[src/rtl/rsms_pkg.sv]
// ----------------------------------------------------------------------------
// rsms_pkg: shared types and constants of the sorted mask set
// Item formats, command and status codes, cell shift commands and sizes.
// ----------------------------------------------------------------------------
package rsms_pkg;

  localparam int MaxValue   = 128;
  localparam int CountBits  = 16;
  localparam int Depth      = MaxValue + 1;
  localparam int AddrBits   = $clog2(Depth);
  localparam int ListBits   = $clog2(Depth + 1);
  localparam int ValueBits  = 8;
  localparam int IndexBits  = 8;
  localparam int RefBits    = 16;
  localparam int CntOutBits = 8;
  localparam int SubBits    = 4;
  localparam int GrpSize    = 1 << SubBits;
  localparam int NumGrp     = (Depth + GrpSize - 1) / GrpSize;
  localparam int GrpBits    = (NumGrp > 1) ? $clog2(NumGrp) : 1;
  localparam int PadDepth   = NumGrp * GrpSize;

  localparam logic [CountBits-1:0] CountMax = {CountBits{1'b1}};

  typedef enum logic [1:0] {
    CMD_INSERT = 2'd0,
    CMD_REMOVE = 2'd1,
    CMD_READ   = 2'd2
  } rsms_cmd_e;

  typedef enum logic [3:0] {
    ST_ADDED     = 4'd0,
    ST_RAISED    = 4'd1,
    ST_REMOVED   = 4'd2,
    ST_LOWERED   = 4'd3,
    ST_ABSENT    = 4'd4,
    ST_INVALID   = 4'd5,
    ST_READ_OK   = 4'd6,
    ST_READ_OOR  = 4'd7,
    ST_SATURATED = 4'd8
  } rsms_status_e;

  typedef enum logic [1:0] {
    SH_HOLD   = 2'd0,
    SH_INSERT = 2'd1,
    SH_REMOVE = 2'd2
  } rsms_shift_e;

  typedef struct packed {
    logic [1:0]           cmd;
    logic [ValueBits-1:0] value;
    logic [IndexBits-1:0] index;
  } rsms_in_t;

  typedef struct packed {
    logic [3:0]            status;
    logic [CntOutBits-1:0] list_count;
    logic [ValueBits-1:0]  read_value;
    logic [RefBits-1:0]    value_refs;
  } rsms_out_t;

  // Command broadcast to every cell of the chain.
  typedef struct packed {
    rsms_shift_e          op;
    logic [ValueBits-1:0] value;
  } rsms_shift_t;

endpackage

[src/rtl/rsms_cell.sv]
// ----------------------------------------------------------------------------
// rsms_cell: one slot of the sorted list
// Holds one entry and its occupied flag; on insert or remove it takes the
// new value or the entry of a neighbor, so the list stays sorted descending.
// ----------------------------------------------------------------------------
module rsms_cell import rsms_pkg::*; (
  input  logic                 clk_i,
  input  logic                 rst_ni,
  input  rsms_shift_t          shift_i,
  input  logic [ValueBits-1:0] left_val_i,
  input  logic                 left_occ_i,
  input  logic                 left_gt_i,
  input  logic [ValueBits-1:0] right_val_i,
  input  logic                 right_occ_i,
  output logic [ValueBits-1:0] val_o,
  output logic                 occ_o,
  output logic                 gt_o
);

  logic [ValueBits-1:0] val_q, val_d;
  logic                 occ_q, occ_d;
  logic                 gt;

  // Entry is larger than the value on the broadcast.
  assign gt = occ_q && (val_q > shift_i.value);

  always_comb begin
    val_d = val_q;
    occ_d = occ_q;
    case (shift_i.op)
      SH_INSERT: begin
        if (!gt) begin
          val_d = left_gt_i ? shift_i.value : left_val_i;
          occ_d = occ_q | left_occ_i;
        end
      end
      SH_REMOVE: begin
        if (!gt) begin
          val_d = right_val_i;
          occ_d = right_occ_i;
        end
      end
      default: begin
        val_d = val_q;
        occ_d = occ_q;
      end
    endcase
  end

  always_ff @(posedge clk_i or negedge rst_ni) begin
    if (!rst_ni) begin
      occ_q <= 1'b0;
    end else begin
      occ_q <= occ_d;
    end
  end

  always_ff @(posedge clk_i) begin
    val_q <= val_d;
  end

  assign val_o = val_q;
  assign occ_o = occ_q;
  assign gt_o  = gt;

endmodule

[config.mk]
export PLATFORM = sky130hd
export DESIGN_NAME = rsms_cell
export DESIGN_NICKNAME = d
export VERILOG_FILES = /design/src/rtl/rsms_pkg.sv /design/src/rtl/rsms_cell.sv
export SDC_FILE = /design/constraint.sdc
export NUM_CORES = 1
export LEC_CHECK = 0
export BUFFER_PORTS_ARGS = -buffer_cell sky130_fd_sc_hd__buf_2
export CAP_MARGIN = 20
export CORE_MARGIN = 2
export CORE_UTILIZATION = 43
export DETAILED_ROUTE_END_ITERATION = 7
export MAX_ROUTING_LAYER = met4
export PLACE_DENSITY = 0.78
export SLEW_MARGIN = 40
export SYNTH_ARGS = -nofsm -noshare
export SYNTH_HDL_FRONTEND = slang
export SYNTH_SLANG_ARGS = --single-unit
[constraint.sdc]
create_clock -name clk_i -period 2.9 [get_ports clk_i]
set_clock_uncertainty 0.05 [all_clocks]
set_input_delay 0.58 -clock clk_i [delete_from_list [all_inputs] [get_ports clk_i]]
set_output_delay 0.58 -clock clk_i [all_outputs]
set_load 0.05 [all_outputs]
Word level (Yosys, flattened, before mapping)
Cells that the tools add are included. W data, S select, Z words.

Input port bits: 31. Flip-flop bits (word level): 9. Logic and storage cells: 18. Output and inout port bits: 10.

Equal/unequal tests: 4. Magnitude comparators: 1. Reductions and logical operators: 3. Bitwise logic cells: 1. Muxes and demuxes: 7.

Operators with widths (count): $mux W8 (3); $pmux W8 S2 (1); $gt A8 B8 Y1 (1); $ne A2 B2 Y1 const B (2); $reduce_and A3 Y1 (1); $eq A2 B1 Y1 const B (1); $eq A2 B2 Y1 const B (1); $mux W1 (2); $pmux W1 S2 (1); $reduce_bool A2 Y1 (1); $logic_and A1 B1 Y1 (1); $or A1 B1 Y1 (1).

Longest topological paths before layout
Word-level depth: 4. Gate-level depth with buffers: 6. Mapped depth without buffers: 6.

Worst setup path after synthesis
OpenSTA, ideal clock, no wires.

Path type: register to output. Start: register val_q[1], in the netlist val_o[1]. End: output port gt_o. Data arrival time: 2.172 ns. Slack: 0.098 ns. Path buffers: 0. Cell stages (with the launch flop): 6. Data required time: 2.270 ns. Cells stage by stage: edfxtp_1 > ha_1 > nor2b_1 > o211ai_1 > a21o_1 > a21oi_1.

Word-level cells in the longest chain between the ends: 2.

RTL lines: start: declaration (line rsms_cell.sv:20) `logic [ValueBits-1:0] val_q, val_d;`; start signal: assignment (line rsms_cell.sv:59) `val_q <= val_d;`; $gt A8 B8 Y1 (line rsms_cell.sv:25) `assign gt = occ_q && (val_q > shift_i.value);`; $logic_and A1 B1 Y1 (line rsms_cell.sv:25); end: declaration (line rsms_cell.sv:17) `output logic gt_o`.

No other way between the ends.

Worst setup path in the final report
Same ends and word-level chain as after synthesis.

==> flow_summary.ini <==
[run_status]
outcome = complete, no violations

[finish]
post_route_cells_drive_above_1_share_pct = 39.3
syn2layout_area_growth_pct = 32.5
antenna_cells = 0
fin_nets = 162
fin_cells = 139

[floorplan]
start_util_pct = 44.4
ios = 41
core_um2 = 1670
fp-row-count = 15
fp.dieW_um = 45.5
die_h_um = 45.5
dieArea_um2 = 2070

[route]
drc = 0
wl_per_cell_um = 11.1
routed_via_density = 5.12
firstDrtPassIters = 2
ant_nets = 0
drt_wl_total_mm = 1.54
vias = 711
first_iter_violations = 5

[setup_path]
r2r_start = val_o[7]
cp_max_fo = 2
required_ps = 2270
crit_path_max_incr_delay_ps = 410
crit_type = flop to output port
worst_setup_path_end_kind = output port
path_cells = ha_1, nor2b_1, o211ai_1, a21o_1, a21oi_1, buf_2
worstSetupStartpointType = flop
arrival_ps = 1810
cp_slowest_cell = edfxtp_1
reg2reg_depth = 6
startpoint = val_o[1]
r2r_slack_ps = 880

[timing]
period_share_pct = 84.2
fin_tns_setup_ps = 0
hold_viol = 0
finalCriticalPeriod_ps = 2440
max_freq_mhz = 410
worst_pin_slew_ps = 344
maxSlewViolCount = 0
rsz0062_at_grt = no
slew_headroom_pct = 77.0
setup-violations-final = 0

[grt]
grt_max_degree = 18
grt_use_total_pct = 18.2
first_global_vias = 612
grt_pass1_wl_mm = 2.55
antenna_found_initial = 0
gr-total-overflow = 0

[placed_design]
dp_hpwl_mm = 1.29
port-buffer-count = 40
dp_cells = 135
place_congestion = 0.749

[pwr]
power.density_nw_per_um2 = 525
p_total_uw = 517
p_leak_uw = 0.000507
irDropWorstVdd_v = 0.000258

[cts]
postCtsSetupBuffers = 0
clkLatencyLatePin_ps = 270
ctsRootBufferMaster = clkbuf_4
cts_buffers = 3
post_cts_resized = 0
ctsLongestPathBuffers = 2
hold_buffers = 0
h-tree-depth = 1
numClockSinks = 9
cts_tree = built
clk_pin_slew_ps = 60

[yosys]
yosys.area.top_type = edfxtp_1
synthCells = 79
syn_avg_cell_area_um2 = 9.39
synth_flop_cell = edfxtp_1
synth_seq_cells = 9
synth_area_um2 = 742
synth.distinct_cells = 25
yosysSeqAreaShare_pct = 35.8
synth_top_cells_by_area = edfxtp_1 32%, ha_1 13%, mux2i_1 12%
synth_nets = 118
synthArstFlopShare_pct = 11.1
synth-edff-count = 8
synth_top_area_share_pct = 32.4
yosysWarnings = 0

[flow_run]
drv_cap = 0

[worst_hold_path]
hold_path.class = primary input to async pin
[through the flow]
step	utilization, %	area [µm²]	hold WS (ps)	setup slack, ps
finish	58.9	983	20.1	459
CTS	58.9	983	15.6	437
global placement	57.3	957	305	462
global route	58.9	983	11.5	313
floorplan	-	742	234	97.8
detailed placement	57.3	957	305	456
[sequential cells by signal, indices dropped and copies added, names as in the netlist]
name and cells:
val_o 8, occ_o 1
[per-layer routing]
metal  vias to the layer above  wire [µm]  GRT usage (%)
met4                         0         38           12.4
met5                         -          0              -
met1                       313        616           19.9
met2                        28        772           29.3
li1                        366          -              -
met3                         4        109           3.57
[kinds of logic after synthesis]
group,count (synthesis),synth area share [%]
AO/OA/AOI/OAI,20,15.9
XOR/XNOR,1,1.18
adder cells (fa/ha/maj),8,13.5
buffers and inverters,13,7.92
flip-flops,9,35.7
multiplexers,9,12.1
AND/OR/NAND/NOR,19,13.7
[final timing paths]
kind / to
setup / recovery: gt_o
hold / removal: occ_o
setup reg to reg: val_o[6]
hold reg to reg: occ_o
max in group asynchronous: occ_o
min in group clk_i: val_o[0]
[area by class of cell]
type / count / area [µm²]
clock buffer: 4 / 26.3
fill: 151 / 687
inverter: 10 / 37.5
multi-input combinational: 57 / 418
sequential: 9 / 265
tap: 17 / 21.3
timing repair buffer: 42 / 215
[synthesized netlist by cell type, types with 2 or more instances]
cell and number:
inv_1 10, nand2_1 10, mux2i_1 9, o21ai_0 9, edfxtp_1 8, ha_1 8, a21oi_1 4, nor2_1 3
o21a_1 2
[report_power, final]
group / total (µW) / leakage, µW / switching (µW) / internal, µW
sequential: 180 / 0.0000861 / 11.7 / 168
combinational: 235 / 0.000406 / 157 / 78.2
clock: 101 / 0.0000150 / 48.1 / 53.3
[worst max-delay path: cells and delay by family, from the launching register on]
kind,cells,cell delay (ps)
AO/OA/AOI/OAI,3,430
flip-flops,1,410
adder cells (fa/ha/maj),1,310
buffers and inverters,1,270
AND/OR/NAND/NOR,1,120
[placed cells by master, fill, tap and decap left out, drive strengths merged, types with 2 or more instances in the layout]
master / synthesis / routed
clkbuf: 1 / 4
nand4: 2 / 2
a21oi: 5 / 5
edfxtp: 8 / 8
mux2i: 9 / 9
ha: 8 / 8
nand2: 10 / 10
o21a: 2 / 2
nor2b: 2 / 2
inv: 10 / 10
nor2: 3 / 3
buf: 2 / 42
o21ai: 9 / 9
Power figures use the tool's default switching activity.
